==> config.mk <==
export PLATFORM = sky130hd
export DESIGN_NAME = least_loaded_destination_select
export DESIGN_NICKNAME = d
export VERILOG_FILES = /design/src/hdl/lds_pkg.sv /design/src/hdl/lds_prep.sv /design/src/hdl/lds_rank.sv /design/src/hdl/least_loaded_destination_select.sv
export VERILOG_INCLUDE_DIRS = /design/src /design/src/hdl
export SDC_FILE = /design/constraint.sdc
export NUM_CORES = 1
export LEC_CHECK = 0
export ABC_AREA = 1
export BUFFER_PORTS_ARGS = -buffer_cell sky130_fd_sc_hd__buf_2
export CAP_MARGIN = 20
export CORE_ASPECT_RATIO = 1.1
export CORE_MARGIN = 5
export CORE_UTILIZATION = 55
export CTS_CLUSTER_DIAMETER = 200
export CTS_CLUSTER_SIZE = 8
export DETAILED_ROUTE_END_ITERATION = 16
export GPL_TIMING_DRIVEN = 0
export PLACE_DENSITY = 0.88
export SETUP_SLACK_MARGIN = 0.4
export SYNTH_ARGS = -nofsm -noshare
export SYNTH_HDL_FRONTEND = slang
export SYNTH_SLANG_ARGS = --single-unit
==> constraint.sdc <==
create_clock -name clock -period 11.91 [get_ports clock]
set_input_delay 1.7865 -clock clock [delete_from_list [all_inputs] [get_ports clock]]
set_output_delay 1.7865 -clock clock [all_outputs]
set_load 0.01 [all_outputs]
==> src/hdl/least_loaded_destination_select_macros.svh <==
// Assertion helpers for the destination selector.
`ifndef LEAST_LOADED_DESTINATION_SELECT_MACROS_SVH
`define LEAST_LOADED_DESTINATION_SELECT_MACROS_SVH

// Same-cycle implication, checked outside reset.
`define LDS_ASSERT_NOW(lbl, clk, rst, ante, cons, msg) \
   lbl: assert property (@(posedge clk) disable iff (rst) (ante) |-> (cons)) \
      else $error(msg);

// Next-cycle implication, checked outside reset.
`define LDS_ASSERT_NEXT(lbl, clk, rst, ante, cons, msg) \
   lbl: assert property (@(posedge clk) disable iff (rst) (ante) |=> (cons)) \
      else $error(msg);

`endif

==> src/hdl/lds_pkg.sv <==
`default_nettype none

package lds_pkg;

   // field widths of one candidate word
   localparam int TypeW   = 64;
   localparam int CountW  = 16;
   localparam int RecW    = 32;
   localparam int BytesW  = 64;
   localparam int IdW     = 8;

   // bit offsets inside req_tdata, lowest field first
   localparam int TrigLo  = 0;
   localparam int MaskLo  = TrigLo + TypeW;
   localparam int ThrLo   = MaskLo + TypeW;
   localparam int BldLo   = ThrLo + CountW;
   localparam int WrtLo   = BldLo + CountW;
   localparam int RecLo   = WrtLo + CountW;
   localparam int BytesLo = RecLo + RecW;
   localparam int IdLo    = BytesLo + BytesW;
   localparam int ReqDataBits = IdLo + IdW;
   localparam int ReqDataW    = ((ReqDataBits + 7) / 8) * 8;

   localparam int RspDataW = IdW;

   // candidate after filtering and open-slot calculation
   typedef struct packed {
      logic              pass;
      logic              last;
      logic [CountW-1:0] open;
      logic [RecW-1:0]   records;
      logic [BytesW-1:0] bytes;
      logic [IdW-1:0]    dest_id;
   } cand_type;

   // decision closed by a last word
   typedef struct packed {
      logic           found;
      logic [IdW-1:0] chosen_id;
   } res_type;

endpackage

`default_nettype wire

==> src/hdl/lds_prep.sv <==
`default_nettype none

module lds_prep #(
   parameter int COUNT_BITS = 16,
   parameter int ID_BITS    = 8
) (
   input  wire logic [lds_pkg::ReqDataW-1:0] data,
   input  wire logic                         last,
   output lds_pkg::cand_type                 cand
);
   import lds_pkg::*;

   localparam int CntW = (COUNT_BITS < CountW) ? COUNT_BITS : CountW;
   localparam int IdUW = (ID_BITS < IdW) ? ID_BITS : IdW;

   logic [TypeW-1:0] trig;
   logic [TypeW-1:0] mask;
   logic [CntW-1:0]  thr;
   logic [CntW-1:0]  bld;
   logic [CntW-1:0]  wrt;
   logic [CntW:0]    occ;
   logic [CntW-1:0]  diff;
   logic [CntW-1:0]  open;

   // unpack and keep only the used count and id bits
   assign trig = data[TrigLo +: TypeW];
   assign mask = data[MaskLo +: TypeW];
   assign thr  = data[ThrLo +: CntW];
   assign bld  = data[BldLo +: CntW];
   assign wrt  = data[WrtLo +: CntW];

   // open slots, saturating at zero; occupancy carries one extra bit
   assign occ  = {1'b0, bld} + {1'b0, wrt};
   assign diff = thr - occ[CntW-1:0];
   assign open = ({1'b0, thr} > occ) ? diff : '0;

   always_comb begin
      cand.pass    = |(trig & mask);
      cand.last    = last;
      cand.open    = CountW'(open);
      cand.records = data[RecLo +: RecW];
      cand.bytes   = data[BytesLo +: BytesW];
      cand.dest_id = IdW'(data[IdLo +: IdUW]);
   end

endmodule

`default_nettype wire

==> src/hdl/lds_rank.sv <==
`default_nettype none

module lds_rank #(
   parameter int COUNT_BITS = 16,
   parameter int ID_BITS    = 8
) (
   input  wire logic        clock,
   input  wire logic        reset,
   input  wire logic        cand_valid,
   input  lds_pkg::cand_type cand,
   output lds_pkg::res_type  res
);
   import lds_pkg::*;

   localparam int CntW = (COUNT_BITS < CountW) ? COUNT_BITS : CountW;
   localparam int IdUW = (ID_BITS < IdW) ? ID_BITS : IdW;

   logic              have_best_ff, have_best_in;
   logic [CntW-1:0]   best_open_ff, best_open_in;
   logic [RecW-1:0]   best_records_ff, best_records_in;
   logic [BytesW-1:0] best_bytes_ff, best_bytes_in;
   logic [IdUW-1:0]   best_id_ff, best_id_in;

   logic [CntW-1:0]   c_open;
   logic [IdUW-1:0]   c_id;
   logic              better;
   logic              win;

   assign c_open = cand.open[CntW-1:0];
   assign c_id   = cand.dest_id[IdUW-1:0];

   // ranking: most open slots, fewest records, fewest bytes, lowest id
   always_comb begin
      priority if (!have_best_ff) begin
         better = 1'b1;
      end else if (c_open != best_open_ff) begin
         better = c_open > best_open_ff;
      end else if (cand.records != best_records_ff) begin
         better = cand.records < best_records_ff;
      end else if (cand.bytes != best_bytes_ff) begin
         better = cand.bytes < best_bytes_ff;
      end else begin
         better = c_id < best_id_ff;
      end
   end

   assign win = cand.pass && better;

   // result of a closing word, taken from the updated best
   always_comb begin
      res.found     = have_best_ff || cand.pass;
      res.chosen_id = '0;
      if (win) begin
         res.chosen_id = IdW'(c_id);
      end else if (have_best_ff) begin
         res.chosen_id = IdW'(best_id_ff);
      end
   end

   // running best; a closing word empties it
   always_comb begin
      have_best_in    = have_best_ff;
      best_open_in    = best_open_ff;
      best_records_in = best_records_ff;
      best_bytes_in   = best_bytes_ff;
      best_id_in      = best_id_ff;
      if (cand_valid) begin
         if (win) begin
            have_best_in    = 1'b1;
            best_open_in    = c_open;
            best_records_in = cand.records;
            best_bytes_in   = cand.bytes;
            best_id_in      = c_id;
         end
         if (cand.last) begin
            have_best_in = 1'b0;
         end
      end
   end

   always_ff @(posedge clock) begin
      if (reset) begin
         have_best_ff <= 1'b0;
      end else begin
         have_best_ff <= have_best_in;
      end
   end

   // payload of the best needs no reset: have_best gates it
   always_ff @(posedge clock) begin
      best_open_ff    <= best_open_in;
      best_records_ff <= best_records_in;
      best_bytes_ff   <= best_bytes_in;
      best_id_ff      <= best_id_in;
   end

endmodule

`default_nettype wire

==> src/hdl/least_loaded_destination_select.sv <==
// Channel  Direction  Payload
// req      in         tdata: candidate status word, tlast: last candidate
// rsp      out        tdata: chosen_id, tuser: found
//
// One candidate word per cycle while no last word waits on the output register.
// A word is held in the input register, where it is ranked against the running
// best held in lds_rank. A last word puts its result in the output register as it leaves the input register.
// The output register is the only stall point: a last word waits in the input
// register while an earlier result is still untaken; other words keep moving.
// Synchronous reset clears the valid flags and the running best.
`default_nettype none

module least_loaded_destination_select #(
   parameter int ID_BITS    = 8,
   parameter int COUNT_BITS = 16
) (
   input  wire logic                         clock,
   input  wire logic                         reset,
   input  wire logic                         req_tvalid,
   output      logic                         req_tready,
   // trig_set, type_mask, slot_limit, building_count, writing_count,
   // records_done, bytes_done, dest_id
   input  wire logic [lds_pkg::ReqDataW-1:0] req_tdata,
   input  wire logic                         req_tlast,
   output      logic                         rsp_tvalid,
   input  wire logic                         rsp_tready,
   // chosen_id
   output      logic [lds_pkg::RspDataW-1:0] rsp_tdata,
   // found
   output      logic                         rsp_tuser
);
   import lds_pkg::*;

   cand_type cand_in, in_ff;
   logic     in_valid_ff, in_valid_in;
   logic     adv;
   logic     rsp_free;
   res_type  res;
   res_type  rsp_ff, rsp_in;
   logic     rsp_valid_ff, rsp_valid_in;
   logic     closing;
   logic     rsp_held;
   logic     rsp_empty;

   // filter and open slots ahead of the input register
   lds_prep #(
      .COUNT_BITS(COUNT_BITS),
      .ID_BITS   (ID_BITS)
   ) u_prep (
      .data(req_tdata),
      .last(req_tlast),
      .cand(cand_in)
   );

   // handshake: a last word needs room in the output register
   assign rsp_free   = !rsp_valid_ff || rsp_tready;
   assign adv        = in_valid_ff && (!in_ff.last || rsp_free);
   assign req_tready = !in_valid_ff || adv;

   assign in_valid_in = req_tvalid || (in_valid_ff && !adv);

   always_ff @(posedge clock) begin
      if (reset) begin
         in_valid_ff <= 1'b0;
      end else begin
         in_valid_ff <= in_valid_in;
      end
   end

   always_ff @(posedge clock) begin
      if (req_tready) begin
         in_ff <= cand_in;
      end
   end

   lds_rank #(
      .COUNT_BITS(COUNT_BITS),
      .ID_BITS   (ID_BITS)
   ) u_rank (
      .clock     (clock),
      .reset     (reset),
      .cand_valid(adv),
      .cand      (in_ff),
      .res       (res)
   );

   // output register
   always_comb begin
      rsp_valid_in = rsp_valid_ff && !rsp_tready;
      rsp_in       = rsp_ff;
      if (adv && in_ff.last) begin
         rsp_valid_in = 1'b1;
         rsp_in       = res;
      end
   end

   always_ff @(posedge clock) begin
      if (reset) begin
         rsp_valid_ff <= 1'b0;
      end else begin
         rsp_valid_ff <= rsp_valid_in;
      end
   end

   always_ff @(posedge clock) begin
      rsp_ff <= rsp_in;
   end

   assign rsp_tvalid = rsp_valid_ff;
   assign rsp_tdata  = rsp_ff.chosen_id;
   assign rsp_tuser  = rsp_ff.found;

   // terms for the checks below
   assign closing   = adv && in_ff.last;
   assign rsp_held  = rsp_valid_ff && !rsp_tready;
   assign rsp_empty = rsp_tvalid && !rsp_tuser;

`include "least_loaded_destination_select_macros.svh"

   // a closing word always lands in the output register
   `LDS_ASSERT_NEXT(a_last_gives_word, clock, reset, closing, rsp_tvalid, "last word lost")

   // a new result only ever follows a closing word
   `LDS_ASSERT_NEXT(a_no_stray, clock, reset, !closing && !rsp_held, !rsp_tvalid, "stray result")

   // not-found results carry a zero id
   `LDS_ASSERT_NOW(a_empty_id, clock, reset, rsp_empty, rsp_tdata == '0, "id on not-found")

endmodule

`default_nettype wire

==> results_dict.tcl, run 1 <==
set metrics [dict create \
    dpl.hpwl_microns 23700 \
    syn_inst 1096 \
    cp-end-kind "primary output" \
    async_flop_share 0 \
    maxSlewViolCount 0 \
    dr.pass1.iters 5 \
    n_fill_cell 1563 \
    clock_sinks 254 \
    hold_path.class "flop to flop" \
    postCtsHoldBufs 0 \
    post_cts_resize_count 0 \
    finalSetupViolCount 0 \
    status "complete, no violations" \
    setup-tns-final_ns 0 \
    drive_above_1_share 0.266 \
    seq_area_frac_synth 0.592 \
    wl_per_cell_microns 17.0 \
    clk_latency_ns 0.49 \
    pwr-share-seq 0.461 \
    crit_family "buffers and inverters" \
    clock_skew_ns 0.0182 \
    max_freq_mhz 201 \
    start_util 0.559 \
    drv_cap 0 \
    ys.flop_type "edfxtp_1" \
    drc 0 \
    p_switching_mw 0.584 \
    ys_seq_elements 254 \
    drt_iter0_markers 363 \
    grt.total_usage 0.221 \
    fp.dieArea_sq_mm 0.0265 \
    die_h_microns 170 \
    dr_total_vias 9260 \
    pwr-share-clk 0.378 \
    io_pins 296 \
    slowest_delay_ns 0.63 \
    rows 58 \
    grt-ovfl-total 0 \
    period_share 0.418 \
    fin_area_sq_mm 0.0158 \
    worstPathRequired_ns 10.12 \
    crit_type "input pin to primary output" \
    antenna_found_initial 12 \
    finalHoldViolCount 0 \
    cp-start-kind "input pin" \
    core_area_sq_mm 0.0229 \
    grt_pass1_vias 10000 \
    detail-route-antenna-nets 0 \
    tightest_slew_ns 0.809 \
    worstPathArrival_ns 3.20 \
    fp.dieW_microns 156 \
    p_total_mw 2.36 \
    p_int_mw 1.77 \
    crit_top_cell "buf_2" \
    avgSynthCellArea_sq_um 11.7 \
    cts_root_buf "clkbuf_16" \
    cts.htree.levels 2 \
    maxSlewHeadroom 0.459 \
    path_buf_inv 4 \
    critPathSlowestCell "nand4_1" \
    postCtsSetupBuffers 0 \
    p_leak_nw 7.43 \
    numCtsBuffers 37 \
    cts_tree "built" \
    gp_congestion 0.898 \
    clock_path_buffers 3 \
    clk_pin_slew_ns 0.05 \
    rsz0062_at_grt "no" \
    vdd_drop_max_mv 0.0817 \
    area_growth_pct 23.5 \
    fin_crit_ns 4.98 \
    p_sw_frac 0.248 \
    syn_area_sq_mm 0.0128 \
    powerDensity_mw_per_mm2 149 \
    placed_cell_area_sq_mm 0.0148 \
    worstPathMaxFanout 17 \
    yosys_warnings 0 \
    netlist-cell-type-count 45 \
    io_buffers 295 \
    synth_edf_count 251 \
    comb_power_share 0.161 \
    syn_nets 1534 \
    grt_max_degree 68 \
    grt_pass1_wl_microns 47000 \
    routed_wl_microns 29900 \
    crit_chain "buf_2 -> inv_1 -> nand4_1 -> buf_8 -> buf_2" \
    via_per_inst 5.27 \
    final_nets 1877 \
]
[path summary, 6_finish.rpt]
check / startpoint / to / slack (ns) / cells past startpoint
worst min-delay path: in_ff[24]$_DFFE_PN_ / u_rank.best_bytes_ff[16]$_DFFE_PP_ / 0.45 / 0
worst max-delay path: rsp_tready / req_tready / 6.93 / 5
worst min register to register: in_ff[24]$_DFFE_PN_ / u_rank.best_bytes_ff[16]$_DFFE_PP_ / 0.45 / 0
worst max register to register: in_ff[70]$_DFFE_PN_ / u_rank.best_bytes_ff[55]$_DFFE_PP_ / 8.36 / 15
[cells by family after synthesis]
group / count (synthesis) / share of synthesized area
AO/OA/AOI/OAI: 140 / 0.0630
buffers and inverters: 179 / 0.0536
flip-flops: 254 / 0.592
XOR/XNOR: 23 / 0.0157
adder cells (fa/ha/maj): 153 / 0.150
AND/OR/NAND/NOR: 347 / 0.125
[layer usage]
metal | wire (microns) | GRT usage | up-vias
li1 | - | - | 4522
met1 | 10600 | 0.236 | 4281
met2 | 16000 | 0.415 | 363
met3 | 1860 | 0.0437 | 92
met4 | 1370 | 0.108 | 2
met5 | 19 | 0 | -
[synth_stat cells, types with 4 or more instances]
cell,count,area (sq um)
nand4_1,37,231
nand2_1,211,792
a21oi_1,90,450
nor4_1,7,43.8
nand3_1,26,130
o21ai_0,19,95.1
ha_1,151,1890
nor2_1,35,131
xor2_1,14,123
a21oi_2,4,35.0
nor2_4,10,113
xnor2_1,9,78.8
o21ai_2,6,52.6
o21a_1,4,30.0
inv_1,176,661
edfxtp_1,251,7540
[worst reg2reg max path, stage by stage, from the launching register on]
cell	delay, ns
edfxtp_1	0.42
ha_1	0.34
nand4_1	0.14
nor2_1	0.22
nand2_1	0.14
nor2_2	0.12
nand2_1	0.13
nand3b_1	0.22
nand2_1	0.10
nand2_1	0.05
nand2_1	0.10
nand2_1	0.08
nand2_2	0.09
nand3_1	0.17
inv_6	0.45
buf_16	0.37
[per-stage QoR]
step	hold slack, ns	setup slack [ns]	std cells	utilization
2_1_floorplan	0.426	4.86	1096	-
6_report	0.446	6.93	1757	0.691
5_1_grt	0.458	6.82	1757	0.691
3_3_place_gp	0.431	1.60	1691	0.640
4_1_cts	0.451	6.91	1746	0.690
3_5_place_dp	0.440	6.53	1700	0.647
[power groups by stage]
stage	clock [mW]	combinational (mW)	sequential (mW)
2_1_floorplan	0	0.259	1.10
3_3_place_gp	0	0.354	1.10
3_5_place_dp	0	0.377	1.10
4_1_cts	0.908	0.381	1.09
5_1_grt	0.956	0.432	1.09
6_report	0.891	0.379	1.09
[registers in the layout (all words and copies together), names as in the netlist]
name	cells
u_rank.best_bytes_ff	64
u_rank.have_best_ff	1
u_rank.best_open_ff	16
rsp_tdata	8
in_valid_ff	1
u_rank.best_records_ff	32
rsp_tuser	1
rsp_tvalid	1
in_ff	122
u_rank.best_id_ff	8
[cell usage in the layout, fill, tap and decap left out, drive strengths merged, types with 26 or more instances in the layout]
| master | synthesis | routed |
|---|---|---|
| o21ai | 26 | 26 |
| nor2 | 48 | 48 |
| edfxtp | 251 | 251 |
| nand3 | 28 | 28 |
| a21oi | 94 | 94 |
| inv | 177 | 179 |
| ha | 151 | 151 |
| nand4 | 38 | 38 |
| nand2 | 215 | 215 |
| buf | 1 | 305 |
| clkbuf | 1 | 44 |
[final cells by class]
cell class                 count  area [sq um]  area share
antenna                       11          27.5     0.00174
buffer                         2          23.8     0.00150
clock buffer                  43           948      0.0599
clock inverter                 3          21.3     0.00134
inverter                     177           669      0.0422
multi-input combinational    663          4540       0.287
sequential                   254          7600       0.480
tap                          300           375      0.0237
timing repair buffer         304          1640       0.103
No activity file was read; power rests on OpenSTA's default activity.
==> run 2: changes to the inputs <==
==> constraint.sdc (replaced) <==
create_clock -name clock -period 5.2 [get_ports clock]
set_input_delay 0.78 -clock clock [delete_from_list [all_inputs] [get_ports clock]]
set_output_delay 0.78 -clock clock [all_outputs]
set_load 0.01 [all_outputs]
==> results_dict.tcl, run 2 (synthesized netlist as in run 1, its figures left out) <==
set metrics [dict create \
    cts_tree "built" \
    post_cts_resize_count 0 \
    numCtsBuffers 37 \
    drt_iter0_markers 502 \
    routed_wl_microns 30000 \
    fp.dieArea_sq_mm 0.0265 \
    grt_pass1_vias 9653 \
    worstPathRequired_ns 5.42 \
    crit_type "input pin to flop" \
    largest_registers "in_ff x122, u_rank.best_bytes_ff x64, u_rank.best_records_ff x32" \
    grtUsageMet2 0.409 \
    rsz0062_at_grt "no" \
    core_area_sq_mm 0.0229 \
    final_common_cell "buf_2" \
    clock_skew_ns 0.0142 \
    drv_cap 0 \
    slowest_delay_ns 0.41 \
    max_freq_mhz 261 \
    io_buffers 295 \
    powerDensity_mw_per_mm2 340 \
    tightest_slew_ns 0.528 \
    gp_congestion 0.895 \
    largest_register "in_ff" \
    postCtsSetupBuffers 0 \
    dpl.hpwl_microns 23600 \
    r2r_start "in_ff[53]$_DFFE_PN_" \
    worstSetupStartpoint "req_tdata[146]" \
    final_core_util 0.691 \
    drc 0 \
    dr_total_vias 9103 \
    start_util 0.559 \
    hold_start "in_ff[8]$_DFFE_PN_" \
    worstPathArrival_ns 4.05 \
    worstPathMaxFanout 10 \
    path_buf_inv 3 \
    clock_sinks 254 \
    largest_reg_flops 122 \
    p_total_mw 5.39 \
    finalHoldViolCount 0 \
    detail-route-antenna-nets 0 \
    clk_pin_slew_ns 0.05 \
    grt.total_usage 0.224 \
    setup-tns-final_ns 0 \
    crit_family "simple AND/OR/NAND/NOR gates" \
    drive_above_1_share 0.265 \
    cp-start-kind "input pin" \
    clk_latency_ns 0.49 \
    crit_chain "buf_2 -> ha_1 -> nand3_1 -> nand2_1 -> nand2_1 -> o211ai_1 -> nand3_1 -> a31oi_1 -> a21boi_1 -> xor2_1 -> ha_1 -> nand2_1 -> inv_1 -> nand3_1 -> nor4_1 -> nor2_1 -> nand4_4 -> buf_12 -> nor2_4" \
    vdd_drop_max_mv 0.194 \
    finalSetupViolCount 0 \
    maxSlewViolCount 0 \
    postCtsHoldBufs 0 \
    globalRouteMet3Util 0.0432 \
    mostFrequentLayoutCells "295 x buf_2, 251 x edfxtp_1, 211 x nand2_1" \
    hold_path.class "flop to flop" \
    grt-ovfl-total 0 \
    rows 58 \
    area_growth_pct 23.5 \
    cts_root_buf "clkbuf_16" \
    cts.htree.levels 2 \
    wl_per_cell_microns 17.1 \
    met1_usage 0.251 \
    via_per_inst 5.19 \
    dr.pass1.iters 5 \
    final_nets 1877 \
    critPathSlowestCell "ha_1" \
    io_pins 296 \
    cp-end-kind "flop" \
    grt_max_degree 93 \
    die_h_microns 170 \
    grt_most_used_layer "met2" \
    grt_pass1_wl_microns 47000 \
    period_share 0.737 \
    antenna_found_initial 9 \
    clock_path_buffers 3 \
    fp.dieW_microns 156 \
    p_leak_nw 7.43 \
    fin_crit_ns 3.83 \
    maxSlewHeadroom 0.648 \
    status "complete, no violations" \
]
## run 2: cell types whose count changed in the layout (fill, tap and decap cells not counted)
| cell | change |
|---|---|
| inv_1 | -1 |
| diode_2 | -3 |
| buf_8 | -1 |
| inv_8 | +1 |
| clkbuf_1 | +1 |
| inv_6 | -2 |
| buf_16 | +1 |
## run 2: layout make-up
cell class | instances | area, sq um
flip-flops and latches | 254 | 7600
fillers | 1598 | 7090
multi-input cells | 663 | 4540
repair buffers | 304 | 1650
clock buffers | 44 | 952
inverters | 177 | 677
well taps | 300 | 375
plain buffers | 2 | 23.8
diodes | 8 | 20.0
clock inverters | 1 | 3.75
## run 2: stage by stage
stage | hold slack, ns | instances | setup slack, ns | instance area [sq um]
6_report | 0.442 | 1753 | 1.37 | 15800
5_1_grt | 0.442 | 1753 | 1.09 | 15800
4_1_cts | 0.441 | 1745 | 1.36 | 15800
3_5_place_dp | 0.440 | 1700 | 0.851 | 14900
3_3_place_gp | 0.434 | 1691 | -2.96 | 14700
2_1_floorplan | 0.426 | 1096 | -0.687 | 12800
## run 2: final timing paths
kind / to / slack (ns) / cells after the start
hold / removal: u_rank.best_bytes_ff[0]$_DFFE_PP_ / 0.44 / 0
hold reg to reg: u_rank.best_bytes_ff[0]$_DFFE_PP_ / 0.44 / 0
setup / recovery: in_ff[107]$_SDFFCE_PP0N_ / 1.37 / 19
setup reg to reg: u_rank.best_bytes_ff[13]$_DFFE_PP_ / 1.73 / 15
## run 2: routing by layer
metal	share of wire	wire (microns)
met3	0.062	1850
met2	0.53	16000
met1	0.36	10900
met4	0.039	1160
met5	0.00037	11
## run 2: where the power goes
group | internal, mW | total (mW) | switching (mW)
registers | 2.43 | 2.49 | 0.0645
logic | 0.373 | 0.872 | 0.500
clock network | 1.26 | 2.03 | 0.767
total | 4.06 | 5.39 | 1.33
